===== src/hdl/lwb_pkg.sv =====
`timescale 1ns / 1ps
// Shared types and constants for the longest-window-within-band block.
// No dependencies; imported by the cells, the queue, the top level and the checker.
package lwb_pkg;

  // configuration register
  localparam int   BAND_BITS      = 4;
  localparam int   APB_DATA_BITS  = 32;
  localparam int   APB_ADDR_BITS  = 3;
  localparam logic REG_BAND_WIDTH = 1'b0;   // register index, taken from paddr[2]
  localparam logic [BAND_BITS-1:0] BAND_RESET = 4'd1;

  // cell row operations
  localparam logic [2:0] OP_HOLD  = 3'd0;
  localparam logic [2:0] OP_AGE   = 3'd1;
  localparam logic [2:0] OP_SHIFT = 3'd2;
  localparam logic [2:0] OP_PUSH  = 3'd3;
  localparam logic [2:0] OP_CLEAR = 3'd4;

  typedef struct packed {
    logic [2:0] op;
    logic       max_mode;   // 1: decreasing (max) queue, 0: increasing (min) queue
  } lwb_ctrl_t;

  typedef struct packed {
    logic front_valid;
    logic full;             // every cell survives the pop pass
  } lwb_qstat_t;

endpackage


===== src/hdl/lwb_ifs.sv =====
`timescale 1ns / 1ps
// Valid/ready channel interfaces for samples in and results out.
// No dependencies.
interface lwb_sample_if #(parameter int SAMPLE_BITS = 16);
  logic                   valid;
  logic                   ready;
  logic [SAMPLE_BITS-1:0] sample;
  logic                   last_sample;

  modport source (output valid, output sample, output last_sample, input ready);
  modport sink   (input valid, input sample, input last_sample, output ready);
endinterface

interface lwb_result_if #(parameter int LENGTH_BITS = 24);
  logic                   valid;
  logic                   ready;
  logic [LENGTH_BITS-1:0] run_length;
  logic [LENGTH_BITS-1:0] best_length;
  logic                   is_final;

  modport source (output valid, output run_length, output best_length, output is_final,
                  input ready);
  modport sink   (input valid, input run_length, input best_length, input is_final,
                  output ready);
endinterface


===== src/hdl/lwb_cell.sv =====
`timescale 1ns / 1ps
// One queue cell: holds a value, its age and an occupied flag.
// Depends on lwb_pkg; instantiated in a row by lwb_queue.
module lwb_cell
  import lwb_pkg::*;
#(
  parameter int SAMPLE_BITS = 16,
  parameter int LENGTH_BITS = 24
) (
  input  logic                   clk,
  input  logic                   rst,
  input  lwb_ctrl_t              ctrl,
  input  logic [SAMPLE_BITS-1:0] new_val,
  input  logic [SAMPLE_BITS-1:0] nb_val,
  input  logic [LENGTH_BITS-1:0] nb_age,
  input  logic                   nb_valid,
  input  logic                   prev_kept,
  input  logic                   full,
  output logic [SAMPLE_BITS-1:0] val,
  output logic [LENGTH_BITS-1:0] age,
  output logic                   valid,
  output logic                   kept
);

  // survives the back pop when the new sample arrives
  assign kept = valid && (ctrl.max_mode ? (val > new_val) : (val < new_val));

  // occupied flag
  always_ff @(posedge clk) begin
    if (rst) begin
      valid <= 1'b0;
    end else begin
      case (ctrl.op)
        OP_SHIFT: valid <= nb_valid;
        OP_PUSH: begin
          if (full) begin
            valid <= nb_valid;
          end else begin
            valid <= kept || prev_kept;
          end
        end
        OP_CLEAR: valid <= 1'b0;
        default:  valid <= valid;
      endcase
    end
  end

  // entry payload
  always_ff @(posedge clk) begin
    case (ctrl.op)
      OP_AGE: begin
        if (age != {LENGTH_BITS{1'b1}}) begin
          age <= age + 1'b1;
        end
      end
      OP_SHIFT: begin
        val <= nb_val;
        age <= nb_age;
      end
      OP_PUSH: begin
        if (full) begin
          val <= nb_val;
          age <= nb_age;
        end else if (prev_kept && !kept) begin
          val <= new_val;
          age <= '0;
        end
      end
      default: begin
        val <= val;
      end
    endcase
  end

endmodule


===== src/hdl/lwb_queue.sv =====
`timescale 1ns / 1ps
// Monotonic queue as a row of cells; the front is cell 0, data moves toward it.
// Depends on lwb_pkg and lwb_cell.
module lwb_queue
  import lwb_pkg::*;
#(
  parameter int QUEUE_DEPTH = 16,
  parameter int SAMPLE_BITS = 16,
  parameter int LENGTH_BITS = 24
) (
  input  logic                   clk,
  input  logic                   rst,
  input  lwb_ctrl_t              ctrl,
  input  logic [SAMPLE_BITS-1:0] new_val,
  output logic [SAMPLE_BITS-1:0] front_val,
  output logic [LENGTH_BITS-1:0] front_age,
  output lwb_qstat_t             stat
);

  logic [SAMPLE_BITS-1:0] val_q  [QUEUE_DEPTH];
  logic [LENGTH_BITS-1:0] age_q  [QUEUE_DEPTH];
  logic [QUEUE_DEPTH-1:0] valid_q;
  logic [QUEUE_DEPTH-1:0] kept_q;

  genvar i;
  generate
    for (i = 0; i < QUEUE_DEPTH; i++) begin : g_cell
      logic [SAMPLE_BITS-1:0] nb_val;
      logic [LENGTH_BITS-1:0] nb_age;
      logic                   nb_valid;
      logic                   prev_kept;

      // the tail cell's neighbour is the incoming entry during a push
      if (i == QUEUE_DEPTH - 1) begin : g_tail
        assign nb_val   = new_val;
        assign nb_age   = '0;
        assign nb_valid = (ctrl.op == OP_PUSH);
      end else begin : g_body
        assign nb_val   = val_q[i+1];
        assign nb_age   = age_q[i+1];
        assign nb_valid = valid_q[i+1];
      end

      if (i == 0) begin : g_head
        assign prev_kept = 1'b1;
      end else begin : g_link
        assign prev_kept = kept_q[i-1];
      end

      lwb_cell #(
        .SAMPLE_BITS (SAMPLE_BITS),
        .LENGTH_BITS (LENGTH_BITS)
      ) u_cell (
        .clk       (clk),
        .rst       (rst),
        .ctrl      (ctrl),
        .new_val   (new_val),
        .nb_val    (nb_val),
        .nb_age    (nb_age),
        .nb_valid  (nb_valid),
        .prev_kept (prev_kept),
        .full      (stat.full),
        .val       (val_q[i]),
        .age       (age_q[i]),
        .valid     (valid_q[i]),
        .kept      (kept_q[i])
      );
    end
  endgenerate

  assign front_val        = val_q[0];
  assign front_age        = age_q[0];
  assign stat.front_valid = valid_q[0];
  assign stat.full        = kept_q[QUEUE_DEPTH-1];

endmodule


===== src/hdl/longest_window_within_band.sv =====
`timescale 1ns / 1ps
// Longest in-band window: one sample in, one result out, one item at a time.
// An item passes from acceptance through the band drop, staleness drop and push states
// in that order, with one drop per queue per cycle in each drop state; the push waits on an
// earlier result the sink has not taken. The result is registered when the push goes
// ahead and may wait for the sink while the next sample is taken. Synchronous
// reset empties both queues, clears the run and best lengths and sets band_width to 1.
module longest_window_within_band
  import lwb_pkg::*;
#(
  parameter int QUEUE_DEPTH = 16,
  parameter int SAMPLE_BITS = 16,
  parameter int LENGTH_BITS = 24
) (
  input  logic                     clk,
  input  logic                     rst,
  lwb_sample_if.sink               samples,
  lwb_result_if.source             results,
  input  logic                     psel,
  input  logic                     penable,
  input  logic                     pwrite,
  input  logic [APB_ADDR_BITS-1:0] paddr,
  input  logic [APB_DATA_BITS-1:0] pwdata,
  output logic [APB_DATA_BITS-1:0] prdata,
  output logic                     pready
);

  localparam int SUM_BITS = ((SAMPLE_BITS > BAND_BITS) ? SAMPLE_BITS : BAND_BITS) + 1;
  localparam logic [LENGTH_BITS-1:0] LEN_MAX = {LENGTH_BITS{1'b1}};

  localparam logic [1:0] ST_IDLE  = 2'd0;
  localparam logic [1:0] ST_BAND  = 2'd1;
  localparam logic [1:0] ST_STALE = 2'd2;
  localparam logic [1:0] ST_PUSH  = 2'd3;

  logic [1:0]             state, state_next;
  logic [BAND_BITS-1:0]   band_width;
  logic [SAMPLE_BITS-1:0] cur_sample;
  logic                   cur_last;
  logic [LENGTH_BITS-1:0] run_len, run_len_next;
  logic [LENGTH_BITS-1:0] best_len, best_len_next;
  logic                   res_valid;
  logic [LENGTH_BITS-1:0] res_run, res_best;
  logic                   res_final;

  lwb_ctrl_t              max_ctrl, min_ctrl;
  lwb_qstat_t             max_stat, min_stat;
  logic [SAMPLE_BITS-1:0] max_front_val, min_front_val;
  logic [LENGTH_BITS-1:0] max_front_age, min_front_age;

  logic                   in_beat, out_free, push_go;
  logic [SUM_BITS-1:0]    band_hi, band_lo_hi;
  logic                   max_out_band, min_out_band, max_stale, min_stale;
  logic                   take_max, take_min;
  logic [LENGTH_BITS-1:0] shrink_a, shrink_b;

  // configuration port
  assign pready = 1'b1;
  assign prdata = (paddr[2] == REG_BAND_WIDTH) ? APB_DATA_BITS'(band_width) : '0;

  always_ff @(posedge clk) begin
    if (rst) begin
      band_width <= BAND_RESET;
    end else if (psel && penable && pwrite && pready && (paddr[2] == REG_BAND_WIDTH)) begin
      band_width <= pwdata[BAND_BITS-1:0];
    end
  end

  // handshakes
  assign samples.ready = (state == ST_IDLE);
  assign in_beat       = samples.valid && samples.ready;
  assign out_free      = !res_valid || results.ready;
  assign push_go       = (state == ST_PUSH) && out_free;

  // front checks against the band and the current window
  assign band_hi      = SUM_BITS'(cur_sample) + SUM_BITS'(band_width);
  assign band_lo_hi   = SUM_BITS'(min_front_val) + SUM_BITS'(band_width);
  assign max_out_band = max_stat.front_valid && (SUM_BITS'(max_front_val) > band_hi);
  assign min_out_band = min_stat.front_valid && (SUM_BITS'(cur_sample) > band_lo_hi);
  assign max_stale    = max_stat.front_valid && (run_len != LEN_MAX) &&
                        (max_front_age >= run_len);
  assign min_stale    = min_stat.front_valid && (run_len != LEN_MAX) &&
                        (min_front_age >= run_len);

  // window shrinks to the age of any entry leaving through the front
  always_comb begin
    take_max = 1'b0;
    take_min = 1'b0;
    if (state == ST_BAND) begin
      take_max = max_out_band;
      take_min = min_out_band;
    end else if (state == ST_PUSH) begin
      take_max = max_stat.full;
      take_min = min_stat.full;
    end
    shrink_a = run_len;
    if (take_max && (max_front_age < shrink_a)) begin
      shrink_a = max_front_age;
    end
    shrink_b = shrink_a;
    if (take_min && (min_front_age < shrink_b)) begin
      shrink_b = min_front_age;
    end
  end

  // sequencer and queue commands
  always_comb begin
    state_next        = state;
    run_len_next      = run_len;
    best_len_next     = best_len;
    max_ctrl.op       = OP_HOLD;
    max_ctrl.max_mode = 1'b1;
    min_ctrl.op       = OP_HOLD;
    min_ctrl.max_mode = 1'b0;
    case (state)
      ST_IDLE: begin
        if (in_beat) begin
          max_ctrl.op  = OP_AGE;
          min_ctrl.op  = OP_AGE;
          run_len_next = (run_len == LEN_MAX) ? run_len : run_len + 1'b1;
          state_next   = ST_BAND;
        end
      end
      ST_BAND: begin
        run_len_next = shrink_b;
        if (max_out_band) begin
          max_ctrl.op = OP_SHIFT;
        end
        if (min_out_band) begin
          min_ctrl.op = OP_SHIFT;
        end
        if (!max_out_band && !min_out_band) begin
          state_next = ST_STALE;
        end
      end
      ST_STALE: begin
        if (max_stale) begin
          max_ctrl.op = OP_SHIFT;
        end
        if (min_stale) begin
          min_ctrl.op = OP_SHIFT;
        end
        if (!max_stale && !min_stale) begin
          state_next = ST_PUSH;
        end
      end
      ST_PUSH: begin
        if (out_free) begin
          state_next = ST_IDLE;
          if (cur_last) begin
            max_ctrl.op   = OP_CLEAR;
            min_ctrl.op   = OP_CLEAR;
            run_len_next  = '0;
            best_len_next = '0;
          end else begin
            max_ctrl.op   = OP_PUSH;
            min_ctrl.op   = OP_PUSH;
            run_len_next  = shrink_b;
            best_len_next = (shrink_b > best_len) ? shrink_b : best_len;
          end
        end
      end
      default: begin
        state_next = ST_IDLE;
      end
    endcase
  end

  // control registers
  always_ff @(posedge clk) begin
    if (rst) begin
      state     <= ST_IDLE;
      run_len   <= '0;
      best_len  <= '0;
      res_valid <= 1'b0;
    end else begin
      state    <= state_next;
      run_len  <= run_len_next;
      best_len <= best_len_next;
      if (push_go) begin
        res_valid <= 1'b1;
      end else if (results.ready) begin
        res_valid <= 1'b0;
      end
    end
  end

  // sample and result payload
  always_ff @(posedge clk) begin
    if (in_beat) begin
      cur_sample <= samples.sample;
      cur_last   <= samples.last_sample;
    end
    if (push_go) begin
      res_run   <= shrink_b;
      res_best  <= (shrink_b > best_len) ? shrink_b : best_len;
      res_final <= cur_last;
    end
  end

  assign results.valid       = res_valid;
  assign results.run_length  = res_run;
  assign results.best_length = res_best;
  assign results.is_final    = res_final;

  // monotonic queues
  lwb_queue #(
    .QUEUE_DEPTH (QUEUE_DEPTH),
    .SAMPLE_BITS (SAMPLE_BITS),
    .LENGTH_BITS (LENGTH_BITS)
  ) u_max_q (
    .clk       (clk),
    .rst       (rst),
    .ctrl      (max_ctrl),
    .new_val   (cur_sample),
    .front_val (max_front_val),
    .front_age (max_front_age),
    .stat      (max_stat)
  );

  lwb_queue #(
    .QUEUE_DEPTH (QUEUE_DEPTH),
    .SAMPLE_BITS (SAMPLE_BITS),
    .LENGTH_BITS (LENGTH_BITS)
  ) u_min_q (
    .clk       (clk),
    .rst       (rst),
    .ctrl      (min_ctrl),
    .new_val   (cur_sample),
    .front_val (min_front_val),
    .front_age (min_front_age),
    .stat      (min_stat)
  );

endmodule


===== src/flat_wrapper.sv =====
// flat-port wrapper written by rule: the top's interface ports become plain ports
module longest_window_within_band_flat import lwb_pkg::*;
#(
  parameter int QUEUE_DEPTH = 16,
  parameter int SAMPLE_BITS = 16,
  parameter int LENGTH_BITS = 24
)
  (clk, rst, psel, penable, pwrite, paddr, pwdata, prdata, pready, samples_valid, samples_sample, samples_last_sample, samples_ready, results_valid, results_run_length, results_best_length, results_is_final, results_ready);
  lwb_sample_if #(.SAMPLE_BITS(SAMPLE_BITS)) samples_i ();
  lwb_result_if #(.LENGTH_BITS(LENGTH_BITS)) results_i ();
  input  logic clk;
  input  logic rst;
  input  logic psel;
  input  logic penable;
  input  logic pwrite;
  input  logic [APB_ADDR_BITS-1:0] paddr;
  input  logic [APB_DATA_BITS-1:0] pwdata;
  output logic [APB_DATA_BITS-1:0] prdata;
  output logic pready;
  input wire logic [$bits(samples_i.valid)-1:0] samples_valid;
  input wire logic [$bits(samples_i.sample)-1:0] samples_sample;
  input wire logic [$bits(samples_i.last_sample)-1:0] samples_last_sample;
  output wire logic [$bits(samples_i.ready)-1:0] samples_ready;
  output wire logic [$bits(results_i.valid)-1:0] results_valid;
  output wire logic [$bits(results_i.run_length)-1:0] results_run_length;
  output wire logic [$bits(results_i.best_length)-1:0] results_best_length;
  output wire logic [$bits(results_i.is_final)-1:0] results_is_final;
  input wire logic [$bits(results_i.ready)-1:0] results_ready;
  assign samples_i.valid = samples_valid;
  assign samples_i.sample = samples_sample;
  assign samples_i.last_sample = samples_last_sample;
  assign samples_ready = samples_i.ready;
  assign results_valid = results_i.valid;
  assign results_run_length = results_i.run_length;
  assign results_best_length = results_i.best_length;
  assign results_is_final = results_i.is_final;
  assign results_i.ready = results_ready;
  longest_window_within_band #(.QUEUE_DEPTH(QUEUE_DEPTH), .SAMPLE_BITS(SAMPLE_BITS), .LENGTH_BITS(LENGTH_BITS)) u_core (.clk(clk), .rst(rst), .samples(samples_i), .results(results_i), .psel(psel), .penable(penable), .pwrite(pwrite), .paddr(paddr), .pwdata(pwdata), .prdata(prdata), .pready(pready));
endmodule

===== config.mk =====
export PLATFORM = sky130hd
export DESIGN_NAME = longest_window_within_band_flat
export DESIGN_NICKNAME = d
export VERILOG_FILES = /design/src/hdl/lwb_pkg.sv /design/src/hdl/lwb_ifs.sv /design/src/hdl/lwb_cell.sv /design/src/hdl/lwb_queue.sv /design/src/hdl/longest_window_within_band.sv /design/src/flat_wrapper.sv
export SDC_FILE = /design/constraint.sdc
export NUM_CORES = 2
export LEC_CHECK = 0
export ABC_AREA = 1
export BUFFER_PORTS_ARGS = -buffer_cell sky130_fd_sc_hd__buf_2
export CAP_MARGIN = 20
export CORE_MARGIN = 1.5
export CORE_UTILIZATION = 25
export CTS_CLUSTER_SIZE = 24
export DETAILED_ROUTE_END_ITERATION = 12
export SLEW_MARGIN = 40
export SYNTH_ARGS = -nofsm -noshare
export SYNTH_HDL_FRONTEND = slang
export SYNTH_HIERARCHICAL = 1
export SYNTH_SLANG_ARGS = --single-unit

===== constraint.sdc =====
create_clock -name clk -period 42.2 [get_ports clk]
set_input_delay 4.22 -clock clk [delete_from_list [all_inputs] [get_ports clk]]
set_output_delay 4.22 -clock clk [all_outputs]
set_load 0.005 [all_outputs]

Word-level counts from Yosys, hierarchy flattened
Cells that the tools add are included.

storage, ports and cells
  bits in registers = 1,433
  bits of input ports = 59
  output and inout port bits = 84
  logic and storage cells = 836

operators by class
  add/sub/neg operators = 35
  magnitude comparators = 39
  equal/unequal tests = 114
  muxes and demuxes = 318
  bitwise gates (word level) = 1
  reductions and logical operators = 223

operators by type and width
  kind                                                              number
  24-bit two-way mux                                                104
  24-bit one-hot mux with 3 select lines                            33
  16-bit two-way mux                                                64
  16-bit one-hot mux with 2 select lines                            32
  24-bit by 1-bit adder with 24-bit output (second input constant)  33
  24-bit != test (second input constant)                            33
  16-bit greater-than comparator                                    16
  16-bit < comparator                                               16
  3-bit AND reduction                                               32
  3-bit by 1-bit != test with 1-bit output (second input constant)  30
  1-bit one-hot mux with 3 select lines                             30
  1-bit logical AND                                                 77
  2-bit by 1-bit != test with 1-bit output (second input constant)  34
  2-bit AND reduction                                               33
  24-bit greater-or-equal comparator                                2
  24-bit < comparator                                               2
  1-bit two-way mux                                                 39
  1-bit zero test                                                   35
  16-bit by 4-bit adder with 17-bit output                          2
  16-bit by 17-bit greater-than comparator with 1-bit output        2
  1-bit logical OR                                                  31
  24-bit == test (second input constant)                            1
  24-bit greater-than comparator                                    1
  3-bit one-hot mux with 4 select lines                             2
  18 further kinds                                                  46

Longest topological paths before layout
  word-level depth = 12
  gate-level depth with buffers = 53
  depth with buffers taken out = 49

Hierarchy
Netlist, hierarchy kept.

modules (own cells, without submodules)
  module                                          times used  cells an instance  area an instance (um^2)  sequential area each (um^2)
  lwb_cell (u_core.u_max_q.g_cell[0].u_cell ...)  31          339                2,806.4                  1,221.2
  longest_window_within_band                      1           1,304              9,793.1                  3,083.0
  lwb_cell (u_core.u_min_q.g_cell[9].u_cell)      1           349                2,869.0                  1,221.2
  lwb_queue                                       2           4                  17.5                     0.0

Least setup slack after synthesis
Ideal clock, no wire load.

  kind = input port to flip-flop
  start = in results_ready
  end = reg u_core.u_max_q.g_cell[0].u_cell.val[0], enable pin
  setup time = 774 ps
  data arrival time = 16,400 ps
  data required time = 41,426 ps
  path slack = 25,026 ps
  stages on the path = 7
  path buffers = 0
  cells stage by stage = nor2_1 nor2_1 clkinv_1 nor2_1 inv_1 o21ai_0 a31oi_1

RTL lines
  item                  RTL line            RTL
  start, declared       flat_wrapper.sv:28  input wire logic [$bits(results_i.ready)-1:0] results_ready;
  end signal, assigned  lwb_cell.sv:57      val <= nb_val;
  end signal, assigned  lwb_cell.sv:62      val <= nb_val;
  end signal, assigned  lwb_cell.sv:65      val <= new_val;
  end, declared         lwb_cell.sv:19      output logic [SAMPLE_BITS-1:0] val,

Worst setup path in the final report
  start = reg u_core.cur_sample[2]
  end = reg u_core.res_best[22], in the netlist u_core/results.best_length[22], data pin

between the ends
  longest elaborated chain between the ends = 11
  elaborated cells on any way between the ends = 20
  classes of those cells = 1 x add/sub; 6 x order compare; 7 x mux; 6 x reduce/logical

ends and longest elaborated chain
  item                                                                                                    RTL line                                                            RTL
  start, declared                                                                                         longest_window_within_band.sv:38                                    logic [SAMPLE_BITS-1:0] cur_sample;
  start signal, assigned                                                                                  longest_window_within_band.sv:191                                   cur_sample <= samples.sample;
  16-bit by 4-bit adder with 17-bit output / 16-bit greater-than comparator (equally long branches)       longest_window_within_band.sv:76, lwb_cell.sv:26
  16-bit by 17-bit greater-than comparator with 1-bit output / 1-bit logical AND (equally long branches)  longest_window_within_band.sv:78, lwb_cell.sv:26
  1-bit logical AND / 1-bit two-way mux (equally long branches)                                           longest_window_within_band.sv:78, longest_window_within_band.sv:92
  1-bit two-way mux                                                                                       longest_window_within_band.sv:89                                    if (state == ST_BAND) begin
  1-bit logical AND                                                                                       longest_window_within_band.sv:97                                    if (take_max && (max_front_age < shrink_a)) begin
  24-bit two-way mux                                                                                      longest_window_within_band.sv:97
  24-bit < comparator                                                                                     longest_window_within_band.sv:101                                   if (take_min && (min_front_age < shrink_b)) begin
  1-bit logical AND                                                                                       longest_window_within_band.sv:101
  24-bit two-way mux (*)                                                                                  longest_window_within_band.sv:101
  net u_core.shrink_b[11]                                                                                 longest_window_within_band.sv:55                                    logic [LENGTH_BITS-1:0] shrink_a, shrink_b;
  24-bit greater-than comparator (*)                                                                      longest_window_within_band.sv:196                                   res_best <= (shrink_b > best_len) ? shrink_b : best_len;
  24-bit two-way mux (*)                                                                                  --
  end signal, assigned                                                                                    longest_window_within_band.sv:196
  end, declared                                                                                           longest_window_within_band.sv:43                                    logic [LENGTH_BITS-1:0] res_run, res_best;

The timed path passes the listed nets; every way through them passes the cells marked *.
A chain may end at the register's enable or synchronous reset.

==> results.toml <==
[place]
placed_cells = 17470
dp.final_hpwl_um = 203700
port_buffers = 83
pre_cts_slack_ns = 31.69
gp_congestion = 0.8903

[logic_synthesis]
synth_seq_cells = 1433
synth.cell_area_um2 = 99700
synth_flop_cell = "sky130_fd_sc_hd__edfxtp_1"
postSynthCellCount = 12170
post_synth.cell_area_avg_um2 = 8.192
ys_seq_area_share_pct = 42.29
synth_edf_count = 1346
yosysUniqueCellTypes = 59
synth-async-reset-ratio_pct = 0
yosys_warnings = 6

[finish]
final_core_util_pct = 28.47
commonest_cells_after_routing_fill_and_taps_aside = "sky130_fd_sc_hd__nand2_1, sky130_fd_sc_hd__inv_1, sky130_fd_sc_hd__edfxtp_1, sky130_fd_sc_hd__o21ai_0, sky130_fd_sc_hd__ha_1"
nets = 13140
layout.filler_cells = 42340
layout_commonest_cell = "sky130_fd_sc_hd__nand2_1"
flow.area_growth_from_synthesis_pct = 13.26
final_cells = 17760
drive_gt1_share_pct = 8.829

[grt]
grt_antenna_before_repair = 12
grt_first_pass_wirelength_um = 431400
grt_start_max_net_pins = 68
grtUsageTotal_pct = 13.13
first_global_vias = 79110
global_route.overflow_total = 0

[worst_setup_path]
cp-startpoint = "u_core/cur_sample[2]$_DFFE_PP_"
reg2reg_from = "u_core/cur_sample[2]$_DFFE_PP_"
arrival_ns = 11.22
timing.rr.end = "u_core/results.best_length[22]$_DFFE_PP_"
worstSetupPathType = "reg -> reg"
crit_top_cell = "sky130_fd_sc_hd__nand2_1"
cell_with_the_biggest_individual_delay_on_the_critical_path = "sky130_fd_sc_hd__edfxtp_1"
worst_ep_required_time_ns = 42.79
crit_fanout = 26
setup.worst_path.start_class = "flip-flop"
cp_slowest_stage_delay_ns = 0.66
end_kind = "flip-flop"
worst_r2r_path_depth = 46
regToRegSetupSlack_ns = 31.57

[route]
drt-initial-drc-count = 6506
antenna_left = 0
vias = 83130
drt-total-wl_um = 273900
detail_route.drc_violations = 0
wire_per_inst_um = 15.42
drt-pass1-iter-count = 8
avgViaCountPerCell = 4.680

[sta]
timing_max_transition_violations_final = 0
finClkSkew_ns = 0.07395
worst-slew-pin-transition_ns = 0.8632
grt_setup_unrepaired = "no"
hold_viol_final = 0
setup_total_negative_slack_ns = 0
finalCritPeriodShare_pct = 25.20
final_critical_path_setup_slack_ns = 31.57
achievable-frequency_mhz = 94.03
count_of_endpoints_failing_setup_in_the_final_report = 0
relative_max_transition_margin_pct = 42.46
final.min_clock_period_ns = 10.63

[pwr]
power.density_nw_per_um2 = 59.11
vdd_ir_drop_max_v = 0.00003317
p_leak_nw = 47.20
totalPowerFinal_mw = 6.674

[clocking]
clk_transition_reported_paths_ns = 0.06
worstSkewPairLatency_ns = 0.88
clock_tree_from_tritoncts = "done"
tritoncts.num_buffers = 167
cts.sink_count = 1433
clock_root_cell = "sky130_fd_sc_hd__clkbuf_16"
post_cts_repair_resize_count = 0
postCtsHoldBufs = 0
post-cts-setup-buffers = 0
htreeDepth = 4
clock_tree.buffer_depth = 4

[hold_path]
hold_path.class = "reg -> reg"
holdCritStartpoint = "u_core/best_len[1]$_SDFFE_PP0P_"
worstHoldEndpoint = "u_core/best_len[1]$_SDFFE_PP0P_"
worstHoldPathCells = 2

[die]
initial_core_util_pct = 25.14
core_region_area_um2 = 396500
fp.dieArea_um2 = 402600
standard_cell_row_count = 231
die_y_um = 634.5
top_level_ports = 143
die_w_um = 634.5

[job]
drv.max_cap_violation_count = 0

[status]
run_status = "finished clean"
==> logic make-up (layout without fill, tap and decap cells) <==
kind of cell | count (synthesis) | in the layout | synth area share, %
AOI/OAI and AO/OA | 2281 | 2281 | 13.49
xor gates and xnor gates | 275 | 275 | 2.416
adders and majority gates | 686 | 686 | 8.624
buffers and inverters | 2155 | 2362 | 8.382
DFF | 1433 | 1433 | 42.29
other | 6 | 149 | 0.02259
and+or+nand+nor | 5334 | 5334 | 24.78
==> report_power, final <==
part / leakage [nW] / internal, mW / switching, mW
Combinational: 31.5 / 0.845 / 1.64
Clock: 2.52 / 0.825 / 0.614
Sequential: 13.2 / 2.22 / 0.537
==> how the worst max path moves through the flow <==
| stage | slack [ns] | cells after the start | end |
|---|---|---|---|
| 2_1_floorplan | 25.03 | 7 | u_core/u_max_q/g_cell[0].u_cell/val[0]$_DFFE_PP_ |
| 3_3_place_gp | 31.86 | 46 | u_core/results.best_length[21]$_DFFE_PP_ |
| 3_5_place_dp | 31.69 | 46 | u_core/results.best_length[21]$_DFFE_PP_ |
| 4_1_cts | 31.65 | 46 | u_core/results.best_length[22]$_DFFE_PP_ |
| 5_1_grt | 30.82 | 46 | u_core/results.best_length[18]$_DFFE_PP_ |
| 6_report | 31.57 | 46 | u_core/results.best_length[22]$_DFFE_PP_ |
==> cell type report <==
class | count | area, µm² | share of cell area, %
diodes | 4 | 10.01 | 0.008865
clock buffers | 220 | 4556 | 4.035
clock inverters | 69 | 649.4 | 0.5751
inverters | 1869 | 7015 | 6.213
multi-input cells | 8721 | 50540 | 44.76
flip-flops and latches | 1433 | 42160 | 37.34
well taps | 5242 | 6559 | 5.809
repair buffers | 204 | 1428 | 1.264
==> critical path, delay by kind of cell, from the launching register on <==
family	cells	cell delay (ns)
and+or+nand+nor	25	4.26
AOI/OAI and AO/OA	10	2.17
buffers and inverters	6	1.73
adders and majority gates	4	1.45
DFF	1	0.66
xor gates and xnor gates	1	0.10
==> cell usage after synthesis, types with 204 or more instances <==
master	number	area share [%]
sky130_fd_sc_hd__a21oi_1	479	2.4
sky130_fd_sc_hd__a22o_1	217	1.9
sky130_fd_sc_hd__edfxtp_1	1346	41
sky130_fd_sc_hd__ha_1	684	8.6
sky130_fd_sc_hd__inv_1	1863	7.0
sky130_fd_sc_hd__nand2_1	3061	12
sky130_fd_sc_hd__nand3_1	417	2.1
sky130_fd_sc_hd__nand4_1	312	2.0
sky130_fd_sc_hd__nor2_1	550	2.1
sky130_fd_sc_hd__nor3_1	328	1.6
sky130_fd_sc_hd__o21ai_0	1106	5.6
sky130_fd_sc_hd__xor2_1	204	1.8
==> state kept, by name (all words and copies together) (netlist names), 4 cells and up <==
name,cells
u_core/best_len,24
u_core/u_max_q/g_cell.u_cell/age,384
u_core/u_min_q/g_cell.u_cell/age,384
u_core/results.run_length,24
u_core/results.best_length,24
u_core/run_len,24
u_core/u_max_q/g_cell.u_cell/valid,16
u_core/cur_sample,16
u_core/u_min_q/g_cell.u_cell/val,256
u_core/u_min_q/g_cell.u_cell/valid,16
u_core/band_width,4
u_core/u_max_q/g_cell.u_cell/val,256
==> routing by layer <==
metal | share of wire (%) | vias up | track usage (%)
met5 | 0.12 | - | 0
met4 | 3.1 | 4 | 4.178
met3 | 4.8 | 433 | 1.449
met2 | 44 | 1979 | 21.10
met1 | 48 | 38850 | 18.34
li1 | - | 41870 | -
==> per-stage QoR <==
stage          cell area (µm²)  hold WS [ns]
4_1_cts                 112900        0.4658
6_report                112900        0.4674
3_3_place_gp            107200        0.4525
2_1_floorplan           100200        0.4453
5_1_grt                 112900        0.4798
3_5_place_dp            107700        0.4554
Power figures use the tool's default switching activity.
